$ cat src/rtl/thpl_pkg.sv
// Shared types, constants and the calibration curve of the thermistor probe linearizer.
`default_nettype none

package thpl_pkg;

    localparam int SAMPLE_BITS  = 12;
    localparam int CURVE_POINTS = 19;
    localparam int IDX_W        = $clog2(CURVE_POINTS);
    localparam int DEG_W        = 8;
    localparam int RISE_W       = 8;
    localparam int PROD_W       = SAMPLE_BITS + RISE_W;
    localparam int CNT_W        = $clog2(PROD_W);
    localparam int TEMP_W       = 16;
    localparam int STATUS_W     = 3;
    localparam int EVENT_W      = 2;
    localparam int S_TDATA_W    = 16;
    localparam int M_TDATA_W    = 24;
    localparam int STATE_W      = TEMP_W + 1;

    typedef logic [SAMPLE_BITS-1:0] level_t;
    typedef logic signed [DEG_W-1:0] deg_t;
    typedef logic [IDX_W-1:0] idx_t;

    localparam logic signed [TEMP_W-1:0] TEMP_MIN = 16'sh8000;
    localparam logic signed [TEMP_W-1:0] TEMP_MAX = 16'sh7FFF;

    localparam logic [STATUS_W-1:0] STATUS_VALID   = 3'd0;
    localparam logic [STATUS_W-1:0] STATUS_BELOW   = 3'd1;
    localparam logic [STATUS_W-1:0] STATUS_ABOVE   = 3'd2;
    localparam logic [STATUS_W-1:0] STATUS_NOPROBE = 3'd3;
    localparam logic [STATUS_W-1:0] STATUS_HELD    = 3'd4;

    localparam logic [EVENT_W-1:0] EVENT_NONE       = 2'd0;
    localparam logic [EVENT_W-1:0] EVENT_CONNECT    = 2'd1;
    localparam logic [EVENT_W-1:0] EVENT_DISCONNECT = 2'd2;

    function automatic level_t cal_level(input idx_t idx);
        level_t lv;
        unique case (idx)
            5'd0:    lv = 12'd3790;
            5'd1:    lv = 12'd3046;
            5'd2:    lv = 12'd2226;
            5'd3:    lv = 12'd2120;
            5'd4:    lv = 12'd2016;
            5'd5:    lv = 12'd1724;
            5'd6:    lv = 12'd1664;
            5'd7:    lv = 12'd1407;
            5'd8:    lv = 12'd1104;
            5'd9:    lv = 12'd994;
            5'd10:   lv = 12'd812;
            5'd11:   lv = 12'd782;
            5'd12:   lv = 12'd584;
            5'd13:   lv = 12'd535;
            5'd14:   lv = 12'd474;
            5'd15:   lv = 12'd394;
            5'd16:   lv = 12'd370;
            5'd17:   lv = 12'd334;
            5'd18:   lv = 12'd321;
            default: lv = 12'd0;
        endcase
        return lv;
    endfunction

    function automatic deg_t cal_deg(input idx_t idx);
        deg_t dg;
        unique case (idx)
            5'd0:    dg = -8'sd20;
            5'd1:    dg = 8'sd4;
            5'd2:    dg = 8'sd22;
            5'd3:    dg = 8'sd24;
            5'd4:    dg = 8'sd26;
            5'd5:    dg = 8'sd32;
            5'd6:    dg = 8'sd34;
            5'd7:    dg = 8'sd40;
            5'd8:    dg = 8'sd49;
            5'd9:    dg = 8'sd52;
            5'd10:   dg = 8'sd58;
            5'd11:   dg = 8'sd59;
            5'd12:   dg = 8'sd69;
            5'd13:   dg = 8'sd71;
            5'd14:   dg = 8'sd75;
            5'd15:   dg = 8'sd81;
            5'd16:   dg = 8'sd83;
            5'd17:   dg = 8'sd86;
            5'd18:   dg = 8'sd88;
            default: dg = 8'sd0;
        endcase
        return dg;
    endfunction

endpackage

`default_nettype wire

$ cat src/rtl/thpl_ram.sv
// Generic single-port-write, single-port-read RAM with a registered read.
`default_nettype none

module thpl_ram #(
    parameter int WIDTH = 17,
    parameter int DEPTH = 1
) (
    input  wire logic                                  aclk,
    input  wire logic                                  we,
    input  wire logic [((DEPTH > 1) ? $clog2(DEPTH) : 1)-1:0] waddr,
    input  wire logic [WIDTH-1:0]                      wdata,
    input  wire logic [((DEPTH > 1) ? $clog2(DEPTH) : 1)-1:0] raddr,
    output logic      [WIDTH-1:0]                      rdata
);

    logic [WIDTH-1:0] mem [DEPTH];

    always_ff @(posedge aclk) begin
        if (we) begin
            mem[waddr] <= wdata;
        end
        rdata <= mem[raddr];
    end

endmodule

`default_nettype wire

$ cat src/rtl/thermistor_probe_linearizer.sv
// Top level of the thermistor probe linearizer: sequencer, curve search and serial divider.
//
// One input word per measurement tick arrives on the s_ channel; one result word per input
// word leaves on the m_ channel. The jack level of the previous tick and the held temperature
// live in a one-entry state RAM that is read at the start of each word and written back at
// its end. A valid flag, cleared by reset, makes the unwritten RAM read as jack low and the
// most negative temperature, so no clearing pass is needed.
// A word that needs no interpolation (probe absent, read failed, sample off the curve) goes
// from ST_EVAL straight to ST_DONE. Otherwise the search steps through the curve segments
// one per cycle; a sample exactly on the last curve point ends the search without a divide,
// and any other sample passes through ST_MUL into ST_DIV, the restoring divider producing
// one quotient bit per cycle. One word is worked on at a time; s_tready rises in the cycle
// the result is loaded, so a new word is accepted only after the previous one is finished.
// The result register parts the two channels: a new word may be accepted while the previous
// result waits, and the sequencer holds a finished result until the m_ side takes the old one.
// aresetn is synchronous and active low; it empties the result register and returns the
// sequencer to idle.
`default_nettype none

module thermistor_probe_linearizer (
    input  wire logic                            aclk,
    input  wire logic                            aresetn,
    input  wire logic                            s_tvalid,
    output logic                                 s_tready,
    // Fields from bit 0: jack_level[0], raw_sample[12:1], read_ok[13], zero fill[15:14].
    input  wire logic [thpl_pkg::S_TDATA_W-1:0]  s_tdata,
    output logic                                 m_tvalid,
    input  wire logic                            m_tready,
    // Fields from bit 0: connected[0], temperature[16:1], status[19:17],
    // jack_event[21:20], zero fill[23:22].
    output logic      [thpl_pkg::M_TDATA_W-1:0]  m_tdata
);

    localparam logic [2:0] ST_IDLE   = 3'd0;
    localparam logic [2:0] ST_READ   = 3'd1;
    localparam logic [2:0] ST_EVAL   = 3'd2;
    localparam logic [2:0] ST_SEARCH = 3'd3;
    localparam logic [2:0] ST_MUL    = 3'd4;
    localparam logic [2:0] ST_DIV    = 3'd5;
    localparam logic [2:0] ST_DONE   = 3'd6;

    localparam int SB = thpl_pkg::SAMPLE_BITS;
    localparam int TW = thpl_pkg::TEMP_W;
    localparam int PW = thpl_pkg::PROD_W;
    localparam thpl_pkg::idx_t LAST_IDX = thpl_pkg::IDX_W'(thpl_pkg::CURVE_POINTS - 1);
    localparam thpl_pkg::idx_t STOP_IDX = thpl_pkg::IDX_W'(thpl_pkg::CURVE_POINTS - 2);

    logic [2:0]                         state_reg, state_next;
    logic                               jack_reg, jack_next;
    logic [SB-1:0]                      sample_reg, sample_next;
    logic                               ok_reg, ok_next;
    logic                               conn_reg, conn_next;
    logic [thpl_pkg::EVENT_W-1:0]       event_reg, event_next;
    logic signed [TW-1:0]               temp_reg, temp_next;
    logic [thpl_pkg::STATUS_W-1:0]      status_reg, status_next;
    thpl_pkg::idx_t                     idx_reg, idx_next;
    logic [SB-1:0]                      into_reg, into_next;
    logic [thpl_pkg::RISE_W-1:0]        rise_reg, rise_next;
    logic [SB-1:0]                      span_reg, span_next;
    logic signed [TW-1:0]               base_reg, base_next;
    logic [PW-1:0]                      quot_reg, quot_next;
    logic [SB-1:0]                      rem_reg, rem_next;
    logic [thpl_pkg::CNT_W-1:0]         cnt_reg, cnt_next;
    logic                               stv_reg, stv_next;
    logic                               m_tvalid_reg, m_tvalid_next;
    logic [thpl_pkg::M_TDATA_W-1:0]     m_tdata_reg, m_tdata_next;

    logic                               ram_we;
    logic [thpl_pkg::STATE_W-1:0]       ram_wdata;
    logic [thpl_pkg::STATE_W-1:0]       ram_rdata;

    logic                               prev_jack;
    logic signed [TW-1:0]               held_temp;
    thpl_pkg::level_t                   lvl_hi, lvl_lo;
    thpl_pkg::deg_t                     deg_hi, deg_lo;
    logic signed [thpl_pkg::DEG_W:0]    deg_diff;
    logic [thpl_pkg::DEG_W:0]           deg_abs;
    logic [SB:0]                        rem_shift;
    logic                               qbit;
    logic [PW-1:0]                      quot_shift;

    thpl_ram #(
        .WIDTH(thpl_pkg::STATE_W),
        .DEPTH(1)
    ) u_state_ram (
        .aclk  (aclk),
        .we    (ram_we),
        .waddr (1'b0),
        .wdata (ram_wdata),
        .raddr (1'b0),
        .rdata (ram_rdata)
    );

    assign s_tready  = (state_reg == ST_IDLE);
    assign m_tvalid  = m_tvalid_reg;
    assign m_tdata   = m_tdata_reg;
    assign ram_we    = (state_reg == ST_DONE) && (!m_tvalid_reg || m_tready);
    assign ram_wdata = {jack_reg, temp_reg};

    always_comb begin
        prev_jack  = stv_reg ? ram_rdata[TW] : 1'b0;
        held_temp  = stv_reg ? $signed(ram_rdata[TW-1:0]) : thpl_pkg::TEMP_MIN;
        lvl_hi     = thpl_pkg::cal_level(idx_reg);
        lvl_lo     = thpl_pkg::cal_level(idx_reg + thpl_pkg::IDX_W'(1));
        deg_hi     = thpl_pkg::cal_deg(idx_reg);
        deg_lo     = thpl_pkg::cal_deg(idx_reg + thpl_pkg::IDX_W'(1));
        deg_diff   = $signed({deg_lo[thpl_pkg::DEG_W-1], deg_lo})
                   - $signed({deg_hi[thpl_pkg::DEG_W-1], deg_hi});
        deg_abs    = deg_diff[thpl_pkg::DEG_W] ? (~deg_diff + 1'b1) : deg_diff;
        rem_shift  = {rem_reg, quot_reg[PW-1]};
        qbit       = (rem_shift >= {1'b0, span_reg});
        quot_shift = {quot_reg[PW-2:0], qbit};

        state_next    = state_reg;
        jack_next     = jack_reg;
        sample_next   = sample_reg;
        ok_next       = ok_reg;
        conn_next     = conn_reg;
        event_next    = event_reg;
        temp_next     = temp_reg;
        status_next   = status_reg;
        idx_next      = idx_reg;
        into_next     = into_reg;
        rise_next     = rise_reg;
        span_next     = span_reg;
        base_next     = base_reg;
        quot_next     = quot_reg;
        rem_next      = rem_reg;
        cnt_next      = cnt_reg;
        stv_next      = stv_reg;
        m_tvalid_next = m_tvalid_reg;
        m_tdata_next  = m_tdata_reg;

        if (m_tvalid_reg && m_tready) begin
            m_tvalid_next = 1'b0;
        end

        unique case (state_reg)
            ST_IDLE: begin
                if (s_tvalid) begin
                    jack_next   = s_tdata[0];
                    sample_next = s_tdata[SB:1];
                    ok_next     = s_tdata[SB+1];
                    state_next  = ST_READ;
                end
            end
            ST_READ: begin
                state_next = ST_EVAL;
            end
            ST_EVAL: begin
                conn_next = jack_reg && prev_jack;
                if (jack_reg && !prev_jack) begin
                    event_next = thpl_pkg::EVENT_CONNECT;
                end else if (!jack_reg && prev_jack) begin
                    event_next = thpl_pkg::EVENT_DISCONNECT;
                end else begin
                    event_next = thpl_pkg::EVENT_NONE;
                end
                state_next = ST_DONE;
                idx_next   = '0;
                if (!(jack_reg && prev_jack)) begin
                    temp_next   = thpl_pkg::TEMP_MIN;
                    status_next = thpl_pkg::STATUS_NOPROBE;
                end else if (!ok_reg) begin
                    temp_next   = held_temp;
                    status_next = thpl_pkg::STATUS_HELD;
                end else if (sample_reg > thpl_pkg::cal_level('0)) begin
                    temp_next   = thpl_pkg::TEMP_MIN;
                    status_next = thpl_pkg::STATUS_BELOW;
                end else if (sample_reg < thpl_pkg::cal_level(LAST_IDX)) begin
                    temp_next   = thpl_pkg::TEMP_MAX;
                    status_next = thpl_pkg::STATUS_ABOVE;
                end else begin
                    state_next = ST_SEARCH;
                end
            end
            ST_SEARCH: begin
                if ((sample_reg <= lvl_hi) && (sample_reg > lvl_lo)) begin
                    into_next  = lvl_hi - sample_reg;
                    span_next  = lvl_hi - lvl_lo;
                    rise_next  = deg_abs[thpl_pkg::RISE_W-1:0];
                    base_next  = TW'(deg_hi);
                    state_next = ST_MUL;
                end else if (idx_reg == STOP_IDX) begin
                    state_next = ST_DONE;
                    if (sample_reg == lvl_lo) begin
                        temp_next   = TW'(deg_lo);
                        status_next = thpl_pkg::STATUS_VALID;
                    end else begin
                        temp_next   = thpl_pkg::TEMP_MIN;
                        status_next = thpl_pkg::STATUS_BELOW;
                    end
                end else begin
                    idx_next = idx_reg + thpl_pkg::IDX_W'(1);
                end
            end
            ST_MUL: begin
                quot_next  = PW'(into_reg * rise_reg);
                rem_next   = '0;
                cnt_next   = '0;
                state_next = ST_DIV;
            end
            ST_DIV: begin
                rem_next  = qbit ? SB'(rem_shift - {1'b0, span_reg}) : rem_shift[SB-1:0];
                quot_next = quot_shift;
                cnt_next  = cnt_reg + thpl_pkg::CNT_W'(1);
                if (cnt_reg == thpl_pkg::CNT_W'(PW - 1)) begin
                    temp_next   = base_reg + $signed(quot_shift[TW-1:0]);
                    status_next = thpl_pkg::STATUS_VALID;
                    state_next  = ST_DONE;
                end
            end
            ST_DONE: begin
                if (!m_tvalid_reg || m_tready) begin
                    m_tvalid_next = 1'b1;
                    m_tdata_next  = {2'b00, event_reg, status_reg, temp_reg, conn_reg};
                    stv_next      = 1'b1;
                    state_next    = ST_IDLE;
                end
            end
            default: begin
                state_next = ST_IDLE;
            end
        endcase
    end

    always_ff @(posedge aclk) begin
        if (!aresetn) begin
            state_reg    <= ST_IDLE;
            stv_reg      <= 1'b0;
            m_tvalid_reg <= 1'b0;
        end else begin
            state_reg    <= state_next;
            stv_reg      <= stv_next;
            m_tvalid_reg <= m_tvalid_next;
        end
        jack_reg    <= jack_next;
        sample_reg  <= sample_next;
        ok_reg      <= ok_next;
        conn_reg    <= conn_next;
        event_reg   <= event_next;
        temp_reg    <= temp_next;
        status_reg  <= status_next;
        idx_reg     <= idx_next;
        into_reg    <= into_next;
        rise_reg    <= rise_next;
        span_reg    <= span_next;
        base_reg    <= base_next;
        quot_reg    <= quot_next;
        rem_reg     <= rem_next;
        cnt_reg     <= cnt_next;
        m_tdata_reg <= m_tdata_next;
    end

endmodule

`default_nettype wire

$ cat config.mk
export PLATFORM = sky130hd
export DESIGN_NAME = thermistor_probe_linearizer
export DESIGN_NICKNAME = d
export VERILOG_FILES = /design/src/rtl/thpl_pkg.sv /design/src/rtl/thpl_ram.sv /design/src/rtl/thermistor_probe_linearizer.sv
export SDC_FILE = /design/constraint.sdc
export NUM_CORES = 1
export LEC_CHECK = 0
export BUFFER_PORTS_ARGS = -buffer_cell sky130_fd_sc_hd__clkbuf_2
export CORE_ASPECT_RATIO = 1.2
export CORE_MARGIN = 2
export CORE_UTILIZATION = 30
export DETAILED_ROUTE_END_ITERATION = 7
export PLACE_DENSITY = 0.51
export SYNTH_ARGS = -nofsm -noshare
export SYNTH_HDL_FRONTEND = slang
export SYNTH_SLANG_ARGS = --single-unit
export TNS_END_PERCENT = 20
$ cat constraint.sdc
create_clock -name aclk -period 7.75 [get_ports aclk]
set_clock_uncertainty 0.15 [all_clocks]
set_input_delay 1.9375 -clock aclk [delete_from_list [all_inputs] [get_ports aclk]]
set_output_delay 1.9375 -clock aclk [all_outputs]
set_load 0.005 [all_outputs]
==> impl_metrics.yaml, run 1 <==
run_status:
  outcome: "finished clean"
placement:
  gp_congestion: 0.824
  hpwlAfterDp_um: 25400
  place_inst: 2040
  portBuffers: 41
pwr:
  p_seq_frac: 0.394
  power_density_nw_per_um2: 204
  p_clk_frac: 0.285
  switchingPower_uw: 1110
  comb_power_share: 0.320
  p_sw_frac: 0.355
  ir_drop_uv: 175
  p_int_uw: 2020
  power.static_leakage_uw: 0.00637
synth:
  yosys_warnings: 0
  synth_ff_type: "edfxtp_1"
  synth_area_per_cell_um2: 9.70
  synthCells: 1435
  netlist_area_um2: 13900
  synth-edff-count: 141
  synthDistinctLibCells: 83
  yosysSeqAreaShare: 0.364
  synth_seq_cells: 183
  ys_async_sr_fraction: 0
detailed_routing:
  drt_wl_total_um: 33100
  drt_iter0_markers: 501
  wl_per_cell_um: 16.0
  vias: 10000
  drc: 0
  routed_via_density: 4.85
  ant_nets: 0
  dr.pass1.iters: 5
sta:
  tightest_slew_ns: 0.972
  setup_viol: 0
  fin_hold_ws_ns: 0.216
  fmax_ghz: 0.170
  drv_slew: 0
  finalCriticalPeriod_ns: 5.90
  layout_worst_path_cycle_share: 0.761
  relSlewSlack: 0.352
  rsz0062_at_grt: "false"
  setup_tns_ns: 0
  final_hold_viol_count: 0
global_routing:
  met1_usage: 0.181
  grt_max_degree: 42
  grt_pass1_vias: 10100
  busiest_layer: "met2"
  use_met3: 0.0195
  grt.overflow.total: 0
  grt_usage: 0.141
  antenna_found_initial: 0
  grt_pass1_wl_um: 53800
  grt.met2_usage: 0.243
layout:
  layout.nets: 1653
  fillers: 4652
  layout-drive-gt1-share: 0.0810
  largest_register_ffs: 22
  diodes: 0
  instances_no_fill: 2072
  final_common_cell: "inv_1"
  mostFrequentLayoutCells: "158 x inv_1, 141 x edfxtp_1, 125 x ha_1, 114 x nand2_1, 107 x nor2_1"
  final_util: 0.334
  multi_input_comb_area_um2: 7930
  regArea_um2: 5070
  area_growth_pct: 9.84
critical_path:
  start_kind: "register"
  crit_fanout: 15
  cp_top_family: "compound AO/OA/AOI/OAI gates"
  slowest_delay_ns: 0.72
  crit_type: "register to register"
  required_ns: 7.90
  crit_slowest_cell: "xnor2_1"
  worstPathArrival_ns: 6.05
  critPathBufInv: 1
  critPathCaptureType: "register"
  crit_path_frequent_cell: "ha_1"
  cp_cell_sequence: "ha_1, xnor2_1, a21oi_1, a21boi_0, o31ai_1, ha_1, nand4_1, nor3_2, a31oi_4, a21boi_2, o31a_1, inv_1, ha_1, mux2i_1, o22a_1, o22ai_1"
cts:
  cts_hold_buffers: 0
  cts_resized: 0
  root_buffer: "clkbuf_16"
  cts_tree: "done"
  clk_path_buf_depth: 2
  cts-htree-levels: 4
  clk_latency_ns: 0.47
  clkSinkCount: 183
  cts_buffers: 17
  cts_setup_buffers: 0
  path_clk_slew_ns: 0.08
worst_hold_path:
  hold_path_class: "register to register"
die:
  die_h_um: 240
  io_pins: 46
  die_x_um: 201
  coreArea_um2: 45800
  die-area_um2: 48200
  row_count: 86
  start_util: 0.304
job:
  drv_cap: 0
-- per-stage QoR --
step	worst slack (ns)	total power [µW]	cell area [µm²]
after global placement	2.01	2240	14700
after floorplan	1.68	2000	13900
after detailed placement	1.99	2250	14700
after global routing	1.49	3330	15300
final	1.85	3130	15300
after CTS	1.95	3160	15300
-- power groups by stage --
| stage | clock [µW] | combinational (µW) | sequential (µW) |
|---|---|---|---|
| after floorplan | 0 | 779 | 1220 |
| after global placement | 0 | 986 | 1250 |
| after detailed placement | 0 | 997 | 1260 |
| after CTS | 923 | 1010 | 1230 |
| after global routing | 956 | 1130 | 1240 |
| final | 892 | 1000 | 1230 |
-- cells in the mapped netlist, types with 5 or more instances --
master	number	area share
inv_1	158	0.043
edfxtp_1	141	0.30
ha_1	125	0.11
nand2_1	115	0.031
nor2_1	108	0.029
a21oi_1	96	0.035
and2_1	81	0.036
fa_1	65	0.093
o21ai_0	54	0.019
dfxtp_1	42	0.060
xnor2_1	40	0.025
clkbuf_1	37	0.010
nand3_1	30	0.011
nor3_1	27	0.0097
xor2_1	27	0.017
buf_4	19	0.010
nor2b_1	19	0.0085
mux2i_1	16	0.012
o22ai_1	16	0.0072
o221ai_1	15	0.0094
a21o_1	14	0.0075
nand2b_1	12	0.0054
a21boi_0	11	0.0059
buf_2	11	0.0040
o21a_1	10	0.0054
a31oi_1	9	0.0040
nand4_1	8	0.0036
and3_1	7	0.0031
o21bai_1	7	0.0038
a211oi_1	6	0.0032
a22oi_1	6	0.0032
o211ai_1	6	0.0032
o31ai_1	6	0.0032
o41ai_1	5	0.0031
or3_1	5	0.0022
-- path summary, 6_finish.rpt --
path	from	end	slack (ns)	depth (start not counted)
setup / recovery	idx_reg[0]$_DFFE_PN_	lvl_hi[3]$_DFF_P_	1.85	16
hold / removal	u_state_ram.mem[0][16]$_DFFE_PP_	u_state_ram.rdata[16]$_DFF_P_	0.22	0
setup reg to reg	idx_reg[0]$_DFFE_PN_	lvl_hi[3]$_DFF_P_	1.85	16
hold reg to reg	u_state_ram.mem[0][16]$_DFFE_PP_	u_state_ram.rdata[16]$_DFF_P_	0.22	0
-- area by class of cell --
type,instances,share of cell area
Multi-Input combinational cell,1025,0.518
Clock inverter,15,0.0115
Tap cell,616,0.0504
Timing Repair Buffer,57,0.0213
Sequential cell,183,0.332
Clock buffer,17,0.0278
Inverter,159,0.0390
-- routing by layer --
metal / vias up / wire length [µm]
li1: 5002 / -
met1: 4835 / 15400
met2: 172 / 15900
met3: 33 / 1000
met4: 0 / 771
met5: - / 0
-- kinds of logic (layout without fill, tap and decap cells) --
kind of cell,count (synthesis),after routing,synth area share
AOI/OAI and AO/OA,311,311,0.150
xor gates and xnor gates,67,67,0.0421
adders and majority gates,190,190,0.206
buffers and inverters,228,248,0.0684
DFF,183,183,0.364
muxes,20,20,0.0150
other,1,2,0.000269
and+or+nand+nor,435,435,0.154
No activity file was read; power rests on OpenSTA's default activity.
==> inputs of run 2 (changes only) <==
Clock period 7.75 ns to 5.7 ns, I/O delays scaled along.
==> run 2 against run 1 <==
Net effect: clock power rose by 36%; sequential power rose by 37%; critical endpoint is now temp_reg[14]$_DFFE_PP_; register-to-register slack got worse by 1.5 ns; largest cell class unchanged; critical path depth rose by 4; design area rose by 1.4%; maximum frequency rose by 9.3%; core utilization rose by 0.47 points; routed wire length barely moved.
==> impl_metrics.yaml, run 2 (synthesis gave the netlist of run 1 again) <==
critical_path:
  reg2reg_setup_slack_ns: 0.30
  crit_slowest_cell: "a211o_1"
  critPathCaptureType: "register"
  crit_type: "register to register"
  start_kind: "register"
  worstSetupEndpoint: "temp_reg[14]$_DFFE_PP_"
  timing.rr.end: "temp_reg[14]$_DFFE_PP_"
  crit_start: "span_reg[1]$_DFFE_PP_"
  required_ns: 5.76
  r2r_start: "span_reg[1]$_DFFE_PP_"
  rr_worst_depth: 20
  crit_fanout: 3
  slowest_delay_ns: 0.41
  cp_cell_sequence: "inv_1, ha_1, nor2b_1, o21ai_0, a21boi_1, o21ai_1, nand3_1, a221o_1, a211o_1, ha_1, fa_1, a21o_1, a21oi_1, nor2b_1, o21a_1, o41ai_2, o2111ai_1, a31oi_1, nor4b_1, or3_1"
  worstPathArrival_ns: 5.46
cts:
  clkSinkCount: 183
  cts-htree-levels: 4
  cts_buffers: 17
  cts_hold_buffers: 0
  clk_latency_ns: 0.46
  clk_path_buf_depth: 2
  root_buffer: "clkbuf_16"
  cts_tree: "done"
  path_clk_slew_ns: 0.08
global_routing:
  grt_pass1_wl_um: 54300
  grt_pass1_vias: 10200
  grt_usage: 0.141
  grt.overflow.total: 0
  antenna_found_initial: 0
  grt_max_degree: 55
detailed_routing:
  routed_via_density: 4.85
  vias: 10200
  dr_wl_met3_um: 1070
  drt_wl_total_um: 33100
  highest_layer: "met4"
  drt_iter0_markers: 455
  dr.pass1.iters: 5
  met1_length_um: 15300
  drc: 0
  wl_met2_um: 15800
  wl_per_cell_um: 15.8
  ant_nets: 0
die:
  die-area_um2: 48200
  coreArea_um2: 45800
  io_pins: 46
  die_h_um: 240
  start_util: 0.304
  die_x_um: 201
  row_count: 86
placement:
  portBuffers: 41
  hpwlAfterDp_um: 25800
  gp_congestion: 0.806
  place_inst: 2062
run_status:
  outcome: "finished clean"
worst_hold_path:
  hold_path_class: "register to register"
sta:
  rsz0062_at_grt: "false"
  final_hold_viol_count: 0
  relSlewSlack: 0.437
  layout_worst_path_cycle_share: 0.947
  setup_viol: 0
  finalCriticalPeriod_ns: 5.40
  setup_tns_ns: 0
  drv_slew: 0
  tightest_slew_ns: 0.844
  fmax_ghz: 0.185
job:
  drv_cap: 0
pwr:
  power_density_nw_per_um2: 276
  ir_drop_uv: 232
  power.static_leakage_uw: 0.00651
layout:
  largest_register_ffs: 22
  diodes: 0
  layout-drive-gt1-share: 0.0966
  final_common_cell: "inv_1"
  instances_no_fill: 2097
  fillers: 4710
  regArea_um2: 5070
  mostFrequentLayoutCells: "158 x inv_1, 141 x edfxtp_1, 125 x ha_1, 114 x nand2_1, 107 x nor2_1"
  area_growth_pct: 11.4
  layout.nets: 1678
  multi_input_comb_area_um2: 7930
## run 2: cell count changes in the layout (fill, tap and decap cells not counted), sizes merged
cell / previous run / this run
buf: 16 / 41
clkinvlp: 1 / 0
clkbuf: 58 / 59
inv: 167 / 169
clkinv: 6 / 4
## run 2: power by group
part	total [µW]	internal [µW]	switching, µW
clock	1210	614	596
sequential	1680	1600	78.1
combinational	1390	577	817
## run 2: repair_timing
action                                  in CTS  in global routing
endpoints found under the setup margin       0                  2
setup buffers                                0                  3
gates resized for setup                      0                  1
## run 2: layer usage
layer / vias to the layer above / GRT usage
met3: 39 / 0.0218
met2: 177 / 0.241
met1: 4900 / 0.180
met5: - / 0
met4: 0 / 0.0541
li1: 5059 / -
## run 2: per-stage QoR
step / total power, µW / util / area [µm²] / setup WS, ns / hold slack (ns)
floorplan: 2720 / - / 13900 / 0.541 / 0.173
global placement: 3080 / 0.325 / 14900 / 0.283 / 0.179
detailed placement: 3100 / 0.325 / 14900 / 0.275 / 0.203
CTS: 4330 / 0.338 / 15500 / 0.223 / 0.214
global route: 4550 / 0.338 / 15500 / 0.0100 / 0.224
finish: 4280 / 0.338 / 15500 / 0.302 / 0.212
## run 2: how the worst min path moves through the flow
| stage | startpoint | to | cells after the start |
|---|---|---|---|
| 2_1_floorplan | u_state_ram.mem[0][16]$_DFFE_PP_ | u_state_ram.rdata[16]$_DFF_P_ | 0 |
| 3_3_place_gp | u_state_ram.mem[0][16]$_DFFE_PP_ | u_state_ram.rdata[16]$_DFF_P_ | 0 |
| 3_5_place_dp | u_state_ram.mem[0][16]$_DFFE_PP_ | u_state_ram.rdata[16]$_DFF_P_ | 0 |
| 4_1_cts | u_state_ram.mem[0][16]$_DFFE_PP_ | u_state_ram.rdata[16]$_DFF_P_ | 0 |
| 5_1_grt | u_state_ram.mem[0][16]$_DFFE_PP_ | u_state_ram.rdata[16]$_DFF_P_ | 0 |
| 6_report | u_state_ram.mem[0][16]$_DFFE_PP_ | u_state_ram.rdata[16]$_DFF_P_ | 0 |
## run 2: area by class of cell
| class | count | area share |
|---|---|---|
| clock inverter | 14 | 0.00936 |
| timing repair buffer | 82 | 0.0347 |
| multi-input combinational | 1025 | 0.511 |
| sequential | 183 | 0.327 |
| inverter | 159 | 0.0385 |
| clock buffer | 18 | 0.0290 |
| tap | 616 | 0.0497 |
## run 2: worst max-delay path, delay by kind of cell, from the launching register on
family / cells / cell delay [ns]
AO/OA/AOI/OAI: 11 / 2.76
adder cells (fa/ha/maj): 3 / 0.96
buffers and inverters: 1 / 0.06
flip-flops: 1 / 0.40
AND/OR/NAND/NOR: 5 / 0.81
